[src/rtl/core/pds_pkg.sv]
`timescale 1ns / 1ps

package pds_pkg;

  localparam int FREQ_W  = 32;
  localparam int MULT_W  = 10;
  localparam int PRE_W   = 16;
  localparam int POST_W  = 3;
  localparam int ERR_W   = 31;
  localparam int PROD_W  = 6;
  localparam int IDX_W   = 3;
  localparam int DVD_W   = 38;
  localparam int STEP_W  = 6;
  localparam int MUL_W   = FREQ_W + MULT_W;
  localparam int ALIGN_W = DVD_W - FREQ_W;

  localparam logic [STEP_W-1:0] STEPS_WIDE   = STEP_W'(DVD_W);
  localparam logic [STEP_W-1:0] STEPS_NARROW = STEP_W'(FREQ_W);

  localparam logic [POST_W-1:0] POST1_MIN = 3'd1;
  localparam logic [POST_W-1:0] POST1_MAX = 3'd7;
  localparam logic [POST_W-1:0] POST2_MIN = 3'd1;

  localparam logic [ERR_W-1:0] ERR_START = 31'h7FFF_FFFF;
  localparam logic [PRE_W-1:0] PRE_MAX   = 16'hFFFF;

  localparam logic [FREQ_W-1:0] RST_TARGET_MAX = 32'd200000000;
  localparam logic [FREQ_W-1:0] RST_TARGET_MIN = 32'd1875000;
  localparam logic [FREQ_W-1:0] RST_PLL_IN_MIN = 32'd8000000;
  localparam logic [FREQ_W-1:0] RST_PLL_IN_MAX = 32'd64000000;
  localparam logic [MULT_W-1:0] RST_MULT_MIN   = 10'd16;
  localparam logic [MULT_W-1:0] RST_MULT_MAX   = 10'd200;
  localparam logic [FREQ_W-1:0] RST_VCO_MIN    = 32'd400000000;
  localparam logic [FREQ_W-1:0] RST_VCO_MAX    = 32'd1600000000;

  typedef enum logic [1:0] {
    ST_OK     = 2'd0,
    ST_RANGE  = 2'd1,
    ST_PLL_IN = 2'd2,
    ST_NO_SOL = 2'd3
  } status_e;

  typedef enum logic [IDX_W-1:0] {
    REG_TARGET_MAX = 3'd0,
    REG_TARGET_MIN = 3'd1,
    REG_PLL_IN_MIN = 3'd2,
    REG_PLL_IN_MAX = 3'd3,
    REG_MULT_MIN   = 3'd4,
    REG_MULT_MAX   = 3'd5,
    REG_VCO_MIN    = 3'd6,
    REG_VCO_MAX    = 3'd7
  } reg_idx_e;

  typedef enum logic [3:0] {
    S_IDLE,
    S_CHECK,
    S_PRE,
    S_FPL,
    S_MULT,
    S_DIVM,
    S_VCO,
    S_VCHK,
    S_DIVF,
    S_NEXT,
    S_OUT
  } seq_state_e;

  typedef struct packed {
    logic [FREQ_W-1:0] target_max;
    logic [FREQ_W-1:0] target_min;
    logic [FREQ_W-1:0] pll_in_min;
    logic [FREQ_W-1:0] pll_in_max;
    logic [MULT_W-1:0] mult_min;
    logic [MULT_W-1:0] mult_max;
    logic [FREQ_W-1:0] vco_min;
    logic [FREQ_W-1:0] vco_max;
  } cfg_t;

  typedef struct packed {
    logic              start;
    logic [DVD_W-1:0]  dividend;
    logic [FREQ_W-1:0] divisor;
    logic [STEP_W-1:0] steps;
  } div_req_t;

  typedef struct packed {
    logic             done;
    logic [DVD_W-1:0] quotient;
  } div_rsp_t;

  typedef struct packed {
    status_e           status;
    logic [PRE_W-1:0]  pre_divider;
    logic [MULT_W-1:0] multiplier;
    logic [POST_W-1:0] post_div_first;
    logic [POST_W-1:0] post_div_second;
    logic [ERR_W-1:0]  freq_error;
  } result_t;

endpackage

[src/rtl/core/pds_regs.sv]
`timescale 1ns / 1ps

module pds_regs (
  input  logic                       clk_i,
  input  logic                       rst_ni,
  input  logic                       cfg_we_i,
  input  logic [pds_pkg::IDX_W-1:0]  cfg_idx_i,
  input  logic [pds_pkg::FREQ_W-1:0] cfg_data_i,
  output pds_pkg::cfg_t              cfg_o
);

  pds_pkg::cfg_t cfg_q, cfg_d;

  always_comb begin
    cfg_d = cfg_q;
    if (cfg_we_i) begin
      case (pds_pkg::reg_idx_e'(cfg_idx_i))
        pds_pkg::REG_TARGET_MAX: cfg_d.target_max = cfg_data_i;
        pds_pkg::REG_TARGET_MIN: cfg_d.target_min = cfg_data_i;
        pds_pkg::REG_PLL_IN_MIN: cfg_d.pll_in_min = cfg_data_i;
        pds_pkg::REG_PLL_IN_MAX: cfg_d.pll_in_max = cfg_data_i;
        pds_pkg::REG_MULT_MIN:   cfg_d.mult_min = cfg_data_i[pds_pkg::MULT_W-1:0];
        pds_pkg::REG_MULT_MAX:   cfg_d.mult_max = cfg_data_i[pds_pkg::MULT_W-1:0];
        pds_pkg::REG_VCO_MIN:    cfg_d.vco_min = cfg_data_i;
        pds_pkg::REG_VCO_MAX:    cfg_d.vco_max = cfg_data_i;
        default: cfg_d = cfg_q;
      endcase
    end
  end

  always_ff @(posedge clk_i or negedge rst_ni) begin
    if (!rst_ni) begin
      cfg_q.target_max <= pds_pkg::RST_TARGET_MAX;
      cfg_q.target_min <= pds_pkg::RST_TARGET_MIN;
      cfg_q.pll_in_min <= pds_pkg::RST_PLL_IN_MIN;
      cfg_q.pll_in_max <= pds_pkg::RST_PLL_IN_MAX;
      cfg_q.mult_min   <= pds_pkg::RST_MULT_MIN;
      cfg_q.mult_max   <= pds_pkg::RST_MULT_MAX;
      cfg_q.vco_min    <= pds_pkg::RST_VCO_MIN;
      cfg_q.vco_max    <= pds_pkg::RST_VCO_MAX;
    end else begin
      cfg_q <= cfg_d;
    end
  end

  assign cfg_o = cfg_q;

endmodule

[src/rtl/core/pds_div.sv]
`timescale 1ns / 1ps

module pds_div (
  input  logic              clk_i,
  input  logic              rst_ni,
  input  pds_pkg::div_req_t req_i,
  output pds_pkg::div_rsp_t rsp_o
);

  localparam int DW = pds_pkg::DVD_W;
  localparam int VW = pds_pkg::FREQ_W;

  logic                       run_q, run_d;
  logic [pds_pkg::STEP_W-1:0] cnt_q, cnt_d;
  logic [DW-1:0]              dvd_q, dvd_d;
  logic [VW-1:0]              dvs_q, dvs_d;
  logic [VW-1:0]              rem_q, rem_d;
  logic [DW-1:0]              quo_q, quo_d;
  logic [VW:0]                trial;
  logic [VW:0]                diff;
  logic                       ge;
  logic                       done;

  // restoring radix-2 step: one quotient bit per cycle
  assign trial = {rem_q, dvd_q[DW-1]};
  assign diff  = trial - {1'b0, dvs_q};
  assign ge    = (trial >= {1'b0, dvs_q});
  assign done  = run_q && (cnt_q == '0);

  always_comb begin
    run_d = run_q;
    cnt_d = cnt_q;
    dvd_d = dvd_q;
    dvs_d = dvs_q;
    rem_d = rem_q;
    quo_d = quo_q;
    if (req_i.start) begin
      run_d = 1'b1;
      cnt_d = req_i.steps;
      dvd_d = req_i.dividend;
      dvs_d = req_i.divisor;
      rem_d = '0;
      quo_d = '0;
    end else if (done) begin
      run_d = 1'b0;
    end else if (run_q) begin
      cnt_d = cnt_q - 1'b1;
      dvd_d = {dvd_q[DW-2:0], 1'b0};
      rem_d = ge ? diff[VW-1:0] : trial[VW-1:0];
      quo_d = {quo_q[DW-2:0], ge};
    end
  end

  always_ff @(posedge clk_i or negedge rst_ni) begin
    if (!rst_ni) begin
      run_q <= 1'b0;
      cnt_q <= '0;
    end else begin
      run_q <= run_d;
      cnt_q <= cnt_d;
    end
  end

  always_ff @(posedge clk_i) begin
    dvd_q <= dvd_d;
    dvs_q <= dvs_d;
    rem_q <= rem_d;
    quo_q <= quo_d;
  end

  assign rsp_o.done     = done;
  assign rsp_o.quotient = quo_q;

endmodule

[src/rtl/core/pds_seq.sv]
`timescale 1ns / 1ps

module pds_seq (
  input  logic                       clk_i,
  input  logic                       rst_ni,
  input  pds_pkg::cfg_t              cfg_i,
  input  logic                       in_valid_i,
  output logic                       in_ready_o,
  input  logic [pds_pkg::FREQ_W-1:0] src_i,
  input  logic [pds_pkg::FREQ_W-1:0] tgt_i,
  output logic                       out_valid_o,
  input  logic                       out_ready_i,
  output pds_pkg::result_t           res_o,
  output pds_pkg::div_req_t          div_req_o,
  input  pds_pkg::div_rsp_t          div_rsp_i
);

  localparam int FW = pds_pkg::FREQ_W;
  localparam int MW = pds_pkg::MULT_W;
  localparam int PW = pds_pkg::POST_W;
  localparam int EW = pds_pkg::ERR_W;
  localparam int DW = pds_pkg::DVD_W;
  localparam int XW = pds_pkg::MUL_W;

  pds_pkg::seq_state_e state_q, state_d;

  logic [FW-1:0]             src_q, src_d;
  logic [FW-1:0]             tgt_q, tgt_d;
  logic [pds_pkg::PRE_W-1:0] pre_q, pre_d;
  logic [FW-1:0]             fplli_q, fplli_d;
  logic [PW-1:0]             d1_q, d1_d;
  logic [PW-1:0]             d2_q, d2_d;
  logic [MW-1:0]             m_q, m_d;
  logic [XW-1:0]             fvco_q, fvco_d;
  logic [MW-1:0]             best_m_q, best_m_d;
  logic [PW-1:0]             best_d1_q, best_d1_d;
  logic [PW-1:0]             best_d2_q, best_d2_d;
  logic [EW-1:0]             best_err_q, best_err_d;
  logic                      found_q, found_d;
  pds_pkg::status_e          status_q, status_d;

  logic [FW-1:0]             in_min;
  logic                      bad_range;
  logic                      below_min;
  logic [pds_pkg::PRE_W-1:0] pre_sat;
  logic [FW-1:0]             fpl_val;
  logic                      fpl_high;
  logic [pds_pkg::PROD_W-1:0] prod;
  logic [FW-1:0]             mul_a;
  logic [MW-1:0]             mul_b;
  logic [XW-1:0]             mul_p;
  logic                      m_out;
  logic                      vco_out;
  logic [FW-1:0]             fout;
  logic [FW-1:0]             err;
  logic                      better;
  logic                      exact;
  logic                      pair_skip;
  logic                      last_d2;
  logic                      last_pair;

  assign in_min    = (cfg_i.pll_in_min == '0) ? FW'(1) : cfg_i.pll_in_min;
  assign bad_range = (tgt_q > cfg_i.target_max) || (tgt_q < cfg_i.target_min) ||
                     (src_q == '0);
  assign below_min = (src_q < in_min);

  assign pre_sat  = (|div_rsp_i.quotient[DW-1:pds_pkg::PRE_W]) ? pds_pkg::PRE_MAX :
                    div_rsp_i.quotient[pds_pkg::PRE_W-1:0];
  assign fpl_val  = div_rsp_i.quotient[FW-1:0];
  assign fpl_high = (fpl_val > cfg_i.pll_in_max);

  assign prod = {3'b000, d1_q} * {3'b000, d2_q};

  // shared multiplier: target times divider product, then fplli times multiplier
  assign mul_a = (state_q == pds_pkg::S_VCO) ? fplli_q : tgt_q;
  assign mul_b = (state_q == pds_pkg::S_VCO) ? m_q : MW'(prod);
  assign mul_p = {{MW{1'b0}}, mul_a} * {{FW{1'b0}}, mul_b};

  assign m_out = (div_rsp_i.quotient < DW'(cfg_i.mult_min)) ||
                 (div_rsp_i.quotient > DW'(cfg_i.mult_max));
  assign vco_out = (fvco_q < XW'(cfg_i.vco_min)) || (fvco_q > XW'(cfg_i.vco_max));

  assign fout   = div_rsp_i.quotient[FW-1:0];
  assign err    = (fout >= tgt_q) ? (fout - tgt_q) : (tgt_q - fout);
  assign better = (err < {1'b0, best_err_q});
  assign exact  = (err == '0);

  assign pair_skip = (d2_q > d1_q);
  assign last_d2   = (d2_q >= d1_q);
  assign last_pair = last_d2 && (d1_q == pds_pkg::POST1_MAX);

  always_comb begin
    state_d = state_q;
    case (state_q)
      pds_pkg::S_IDLE:  if (in_valid_i) state_d = pds_pkg::S_CHECK;
      pds_pkg::S_CHECK: state_d = (bad_range || below_min) ? pds_pkg::S_OUT : pds_pkg::S_PRE;
      pds_pkg::S_PRE:   if (div_rsp_i.done) state_d = pds_pkg::S_FPL;
      pds_pkg::S_FPL: begin
        if (div_rsp_i.done) state_d = fpl_high ? pds_pkg::S_OUT : pds_pkg::S_MULT;
      end
      pds_pkg::S_MULT:  state_d = pair_skip ? pds_pkg::S_NEXT : pds_pkg::S_DIVM;
      pds_pkg::S_DIVM: begin
        if (div_rsp_i.done) state_d = m_out ? pds_pkg::S_NEXT : pds_pkg::S_VCO;
      end
      pds_pkg::S_VCO:   state_d = pds_pkg::S_VCHK;
      pds_pkg::S_VCHK:  state_d = vco_out ? pds_pkg::S_NEXT : pds_pkg::S_DIVF;
      pds_pkg::S_DIVF: begin
        if (div_rsp_i.done) state_d = (better && exact) ? pds_pkg::S_OUT : pds_pkg::S_NEXT;
      end
      pds_pkg::S_NEXT:  state_d = last_pair ? pds_pkg::S_OUT : pds_pkg::S_MULT;
      pds_pkg::S_OUT:   if (out_ready_i) state_d = pds_pkg::S_IDLE;
      default:          state_d = pds_pkg::S_IDLE;
    endcase
  end

  always_comb begin
    in_ready_o  = 1'b0;
    out_valid_o = 1'b0;
    div_req_o   = '0;
    src_d       = src_q;
    tgt_d       = tgt_q;
    pre_d       = pre_q;
    fplli_d     = fplli_q;
    d1_d        = d1_q;
    d2_d        = d2_q;
    m_d         = m_q;
    fvco_d      = fvco_q;
    best_m_d    = best_m_q;
    best_d1_d   = best_d1_q;
    best_d2_d   = best_d2_q;
    best_err_d  = best_err_q;
    found_d     = found_q;
    status_d    = status_q;
    case (state_q)
      pds_pkg::S_IDLE: begin
        in_ready_o = 1'b1;
        if (in_valid_i) begin
          src_d = src_i;
          tgt_d = tgt_i;
        end
      end
      pds_pkg::S_CHECK: begin
        pre_d      = '0;
        best_m_d   = '0;
        best_d1_d  = '0;
        best_d2_d  = '0;
        best_err_d = pds_pkg::ERR_START;
        found_d    = 1'b0;
        if (bad_range) begin
          status_d   = pds_pkg::ST_RANGE;
          best_err_d = '0;
        end else if (below_min) begin
          status_d   = pds_pkg::ST_PLL_IN;
          best_err_d = '0;
        end else begin
          div_req_o.start    = 1'b1;
          div_req_o.dividend = {src_q, {pds_pkg::ALIGN_W{1'b0}}};
          div_req_o.divisor  = in_min;
          div_req_o.steps    = pds_pkg::STEPS_NARROW;
        end
      end
      pds_pkg::S_PRE: begin
        if (div_rsp_i.done) begin
          pre_d              = pre_sat;
          div_req_o.start    = 1'b1;
          div_req_o.dividend = {src_q, {pds_pkg::ALIGN_W{1'b0}}};
          div_req_o.divisor  = FW'(pre_sat);
          div_req_o.steps    = pds_pkg::STEPS_NARROW;
        end
      end
      pds_pkg::S_FPL: begin
        if (div_rsp_i.done) begin
          fplli_d = fpl_val;
          d1_d    = pds_pkg::POST1_MIN;
          d2_d    = pds_pkg::POST2_MIN;
          if (fpl_high) begin
            status_d   = pds_pkg::ST_PLL_IN;
            best_err_d = '0;
          end
        end
      end
      pds_pkg::S_MULT: begin
        if (!pair_skip) begin
          div_req_o.start    = 1'b1;
          div_req_o.dividend = mul_p[DW-1:0];
          div_req_o.divisor  = fplli_q;
          div_req_o.steps    = pds_pkg::STEPS_WIDE;
        end
      end
      pds_pkg::S_DIVM: begin
        if (div_rsp_i.done && !m_out) m_d = div_rsp_i.quotient[MW-1:0];
      end
      pds_pkg::S_VCO: begin
        fvco_d = mul_p;
      end
      pds_pkg::S_VCHK: begin
        // vco fits 32 bits once it is inside the window
        if (!vco_out) begin
          div_req_o.start    = 1'b1;
          div_req_o.dividend = {fvco_q[FW-1:0], {pds_pkg::ALIGN_W{1'b0}}};
          div_req_o.divisor  = FW'(prod);
          div_req_o.steps    = pds_pkg::STEPS_NARROW;
        end
      end
      pds_pkg::S_DIVF: begin
        if (div_rsp_i.done && better) begin
          best_err_d = err[EW-1:0];
          best_m_d   = m_q;
          best_d1_d  = d1_q;
          best_d2_d  = d2_q;
          found_d    = 1'b1;
          if (exact) status_d = pds_pkg::ST_OK;
        end
      end
      pds_pkg::S_NEXT: begin
        if (last_d2) begin
          d1_d = d1_q + 1'b1;
          d2_d = pds_pkg::POST2_MIN;
        end else begin
          d2_d = d2_q + 1'b1;
        end
        if (last_pair) begin
          status_d = found_q ? pds_pkg::ST_OK : pds_pkg::ST_NO_SOL;
          if (!found_q) best_err_d = '0;
        end
      end
      pds_pkg::S_OUT: begin
        out_valid_o = 1'b1;
      end
      default: begin
        in_ready_o = 1'b0;
      end
    endcase
  end

  always_ff @(posedge clk_i or negedge rst_ni) begin
    if (!rst_ni) begin
      state_q <= pds_pkg::S_IDLE;
      found_q <= 1'b0;
    end else begin
      state_q <= state_d;
      found_q <= found_d;
    end
  end

  always_ff @(posedge clk_i) begin
    src_q      <= src_d;
    tgt_q      <= tgt_d;
    pre_q      <= pre_d;
    fplli_q    <= fplli_d;
    d1_q       <= d1_d;
    d2_q       <= d2_d;
    m_q        <= m_d;
    fvco_q     <= fvco_d;
    best_m_q   <= best_m_d;
    best_d1_q  <= best_d1_d;
    best_d2_q  <= best_d2_d;
    best_err_q <= best_err_d;
    status_q   <= status_d;
  end

  assign res_o.status          = status_q;
  assign res_o.pre_divider     = pre_q;
  assign res_o.multiplier      = best_m_q;
  assign res_o.post_div_first  = best_d1_q;
  assign res_o.post_div_second = best_d2_q;
  assign res_o.freq_error      = best_err_q;

  a_no_overlap: assert property (@(posedge clk_i) disable iff (!rst_ni)
    out_valid_o |-> !in_ready_o)
    else $error("input taken while a result is pending");

  a_ok_pair: assert property (@(posedge clk_i) disable iff (!rst_ni)
    (out_valid_o && (status_q == pds_pkg::ST_OK)) |->
      ((best_d1_q != '0) && (best_d2_q != '0) && (best_d2_q <= best_d1_q)))
    else $error("ok result without a valid divider pair");

  a_div_wait: assert property (@(posedge clk_i) disable iff (!rst_ni)
    div_rsp_i.done |-> ((state_q == pds_pkg::S_PRE) || (state_q == pds_pkg::S_FPL) ||
                        (state_q == pds_pkg::S_DIVM) || (state_q == pds_pkg::S_DIVF)))
    else $error("divider finished outside a wait state");

endmodule

[src/rtl/core/pll_divider_search.sv]
`timescale 1ns / 1ps

// pll divider search
// s_axis carries one request: source and target frequency in Hz. the block
// checks target and source, derives the pre-divider and PLL input, then walks the
// 28 post-divider pairs and returns the best multiplier and pair on m_axis
// with the status in tuser.
// one request is worked at a time; s_axis_tready is high only while idle.
// every division runs on one shared radix-2 divider, one quotient bit per
// cycle (38 steps for the multiplier quotient, 32 for the others), and
// dominates latency. a pair whose multiplier is out of range skips the vco
// product and the output division, one whose vco is out of the window skips
// the output division. rejected requests leave after the range check or
// after the PLL input check, and an exact match stops the search early. the
// next request is taken in the cycle after the result leaves.
// the result sits in an output register until m_axis_tready takes it; a
// stalled receiver just holds the block in that state.
// configuration is a plain write port (cfg_we_i, cfg_idx_i, cfg_data_i), to be
// written by the user only while idle; the block itself does not enforce this.
// reset restores the register defaults, idle, no result.
module pll_divider_search (
  input  logic                       clk_i,
  input  logic                       rst_ni,
  input  logic                       s_axis_tvalid,
  output logic                       s_axis_tready,
  input  logic [63:0]                s_axis_tdata,   // source_freq, target_freq
  output logic                       m_axis_tvalid,
  input  logic                       m_axis_tready,
  output logic [63:0]                m_axis_tdata,   // pre_divider, multiplier,
                                                     // post_div_first, post_div_second,
                                                     // freq_error, zero pad
  output logic [1:0]                 m_axis_tuser,   // status
  input  logic                       cfg_we_i,
  input  logic [pds_pkg::IDX_W-1:0]  cfg_idx_i,
  input  logic [pds_pkg::FREQ_W-1:0] cfg_data_i
);

  pds_pkg::cfg_t     cfg;
  pds_pkg::div_req_t div_req;
  pds_pkg::div_rsp_t div_rsp;
  pds_pkg::result_t  res;

  pds_regs u_regs (
    .clk_i      (clk_i),
    .rst_ni     (rst_ni),
    .cfg_we_i   (cfg_we_i),
    .cfg_idx_i  (cfg_idx_i),
    .cfg_data_i (cfg_data_i),
    .cfg_o      (cfg)
  );

  pds_div u_div (
    .clk_i  (clk_i),
    .rst_ni (rst_ni),
    .req_i  (div_req),
    .rsp_o  (div_rsp)
  );

  pds_seq u_seq (
    .clk_i       (clk_i),
    .rst_ni      (rst_ni),
    .cfg_i       (cfg),
    .in_valid_i  (s_axis_tvalid),
    .in_ready_o  (s_axis_tready),
    .src_i       (s_axis_tdata[31:0]),
    .tgt_i       (s_axis_tdata[63:32]),
    .out_valid_o (m_axis_tvalid),
    .out_ready_i (m_axis_tready),
    .res_o       (res),
    .div_req_o   (div_req),
    .div_rsp_i   (div_rsp)
  );

  assign m_axis_tuser = res.status;
  assign m_axis_tdata = {1'b0, res.freq_error, res.post_div_second, res.post_div_first,
                         res.multiplier, res.pre_divider};

endmodule
[config.mk]
export PLATFORM = sky130hd
export DESIGN_NAME = pll_divider_search
export DESIGN_NICKNAME = d
export VERILOG_FILES = /design/src/rtl/core/pds_pkg.sv /design/src/rtl/core/pds_regs.sv /design/src/rtl/core/pds_div.sv /design/src/rtl/core/pds_seq.sv /design/src/rtl/core/pll_divider_search.sv
export SDC_FILE = /design/constraint.sdc
export NUM_CORES = 2
export LEC_CHECK = 0
export ABC_AREA = 1
export BUFFER_PORTS_ARGS = -buffer_cell sky130_fd_sc_hd__buf_2
export CORE_ASPECT_RATIO = 1.4
export CORE_MARGIN = 5
export CORE_UTILIZATION = 30
export DETAILED_ROUTE_END_ITERATION = 6
export PLACE_DENSITY_LB_ADDON = 0.1
export SYNTH_ARGS = -nofsm -noshare
export SYNTH_HDL_FRONTEND = slang
export SYNTH_SLANG_ARGS = --single-unit
[constraint.sdc]
create_clock -name clk_i -period 13.8 [get_ports clk_i]
set_clock_uncertainty 0.15 [all_clocks]
set_input_delay 1.38 -clock clk_i [delete_from_list [all_inputs] [get_ports clk_i]]
set_output_delay 1.38 -clock clk_i [all_outputs]
set_load 0.01 [all_outputs]
==> flow_summary.toml <==
[clock_network]
postCtsHoldBufs = 0
post_cts_buffers = 0
clk_pin_slew_ns = 0.06
cts.path.max_buffers = 3
root_buffer = "clkbuf_16"
cts_buffers = 70
cts_tree = "done"
clk_latency_ns = 0.71
cts_sinks = 583
cts_max_level = 3
post_cts_resized = 0

[grt]
grt_pass1_wl_mm = 258.9
grt-ovfl-total = 0
grt_usage = 0.2227
antenna_found_initial = 8
grt_pass1_vias = 38537
grt_max_degree = 108

[worst_setup_path]
r2r-start = "u_seq.d2_q[1]$_SDFFCE_PP0P_"
r2r_cells = 34
worstPathRequired_ns = 14.07
worstSetupPathDepth = 34
worstPathArrival_ns = 9.50
cpPeakStageDelay_ns = 0.90
worstSetupPathType = "flip-flop to flip-flop"
critPathLaunchType = "flip-flop"
crit_family = "adder cells"
critPathLaunch = "u_seq.d2_q[1]$_SDFFCE_PP0P_"
critical_path_buf_inv_count = 8
worstPathMaxFanout = 25
cp_slowest_cell = "clkinv_1"
crit_path_end_kind = "flip-flop"

[synthesis]
ys_top_cells_by_area = "edfxtp_1 (19%), ha_1 (12%), nand2_1 (11%), fa_1 (11%), dfrtp_1 (8.9%)"
yosysWarnings = 0
synth_edf_count = 289
ys_seq_area_frac = 0.3511
ys_seq_elements = 583
synthCells = 5538
synth_area_leader_cell = "edfxtp_1"
ys.flop_type = "edfxtp_1"
ys_types = 63
synth_area_sq_um = 44900
yosysTopAreaCellShare = 0.1933
async_flop_share = 0.3842
avgSynthCellArea_sq_um = 8.107
synth_nets = 6310

[sta]
worst_slew_pin_slew_ns = 1.222
holdWs_ns = 0.3199
maxSlewViolCount = 0
relSlewSlack = 0.1823
setup_violations = 0
rsz0062_at_grt = "false"
fin_crit_sh = 0.6686
min_period_ns = 9.226
worst_slack_ns = 4.574
final_hold_viol_count = 0
fmax_ghz = 0.1084
final.setup.tns_ns = 0

[finish]
fin_cells = 7691
syn2layout_area_growth_pct = 12.17
regArea_sq_um = 15770
drive_gt1_frac = 0.07765
fin_nets = 6445
fillCellCount = 15957
multi_input_area_sq_um = 24840

[route]
vias_per_cell = 4.903
ant_nets = 0
drtIter0Drc = 2435
vias = 37707
drt_pre_antenna_iters = 6
drc = 0
routed_wl_mm = 176.1
wire_per_inst_microns = 22.89

[floorplan]
fp.dieW_microns = 337.0
num_io_pins = 172
design.core.area_sq_um = 149200
die_area_sq_um = 157600
dieHeight_microns = 467.7
rows = 168
start_util = 0.3008

[min_path]
hold_path.class = "flip-flop to flip-flop"
hold_start = "u_div.rem_q[27]$_SDFFE_PP0P_"
holdPathStages = 2

[placement]
port_buffers = 170
place.gp.congestion = 0.9059
dp.cells = 7556
dp_hpwl_mm = 140.9
dp_slack_ns = 4.669

[status]
outcome = "completed"

[run]
maxCapViolCount = 0
==> cell usage after synthesis (19+ instances only) <==
master / instances
nand2_1: 1343
inv_1: 981
ha_1: 425
nor2_1: 410
a21oi_1: 407
o21ai_0: 380
edfxtp_1: 289
fa_1: 243
dfrtp_1: 160
nand3_1: 138
clkbuf_1: 109
dfxtp_1: 70
dfstp_2: 64
xor2_1: 62
nand4_1: 57
nor3_1: 43
o211ai_1: 35
xnor2_1: 30
a31oi_1: 26
buf_2: 24
o21ai_1: 22
nor4_1: 20
o221ai_1: 19
o22ai_1: 19
==> stage by stage <==
step	utilization	area, sq um
after floorplan	-	44900
after global placement	0.3214	47960
after detailed placement	0.3214	47960
after CTS	0.3373	50350
after global routing	0.3374	50350
final	0.3374	50360
==> placed cells by master (no fill, tap or decap), types with 44 or more instances in the layout <==
cell,n
nand2_1,1339
dfstp_2,64
ha_1,425
o21ai_0,377
clkbuf_16,70
nor2_1,407
inv_1,980
dfrtp_1,160
buf_2,169
edfxtp_1,289
buf_4,44
nand4_1,57
fa_1,243
a21oi_1,406
nand3_1,137
xor2_1,62
dfxtp_1,70
==> state kept, by name, summed over array words and instances, names as in the netlist, 3 cells and up <==
signal and count:
u_seq.best_m_q 10, u_seq.m_q 10, u_seq.fvco_q 42, u_div.cnt_q 6
u_seq.state_q 4, u_seq.best_d1_q 3, u_regs.cfg_o 212, u_seq.d2_q 3
u_div.rem_q 32, u_seq.tgt_q 32, u_div.dvs_q 32, u_seq.d1_q 3
u_seq.src_q 32, u_seq.pre_q 16, u_seq.best_err_q 31, u_div.dvd_q 38
u_seq.best_d2_q 3, u_div.quo_q 38, u_seq.fplli_q 32
==> worst min-delay path, cell delays in order (launching register included) <==
cell and delay (ns):
dfxtp_1 0.32, nand2_1 0.07, a31oi_1 0.07
==> cell families (layout without fill, tap and decap cells) <==
| kind of cell | Yosys count | after routing | synth area share |
|---|---|---|---|
| buf+inv | 1142 | 1335 | 0.09762 |
| fa+ha+maj | 668 | 668 | 0.2268 |
| simple gates | 2064 | 2064 | 0.1862 |
| xor+xnor | 92 | 92 | 0.01795 |
| compound gates | 988 | 988 | 0.1202 |
| other cells | 1 | 6 | 0.00008352 |
| flops | 583 | 583 | 0.3511 |
==> final cells by class <==
type | count | share of cell area
diodes | 5 | 0.0002485
clock buffers | 91 | 0.03774
clock inverters | 39 | 0.009640
inverters | 991 | 0.07391
multi-input cells | 3813 | 0.4932
flip-flops and latches | 583 | 0.3131
well taps | 1955 | 0.04857
repair buffers | 214 | 0.02365
==> metal layers <==
layer | vias to the layer above | track usage | part of all wire
met1 | 18365 | 0.2766 | 0.42
met4 | 4 | 0.09674 | 0.049
met3 | 242 | 0.02395 | 0.042
met2 | 969 | 0.3914 | 0.49
li1 | 18127 | - | -
met5 | - | 0 | 0.00013
==> worst paths after layout <==
path | end | slack, ns
min in group asynchronous | u_regs.cfg_o[6]$_DFFE_PN0P_ | 0.58
worst max register to register | u_div.dvd_q[32]$_DFFE_PP_ | 4.57
worst min-delay path | u_div.rem_q[28]$_SDFFE_PP0P_ | 0.32
worst max-delay path | u_div.dvd_q[32]$_DFFE_PP_ | 4.57
max in group asynchronous | u_div.run_q$_DFFE_PN0P_ | 11.44
worst min register to register | u_div.rem_q[28]$_SDFFE_PP0P_ | 0.32
Power is left out: the tool's default activity adds up to more than one toggle a clock period on the data nets, which glitch-free logic cannot reach.
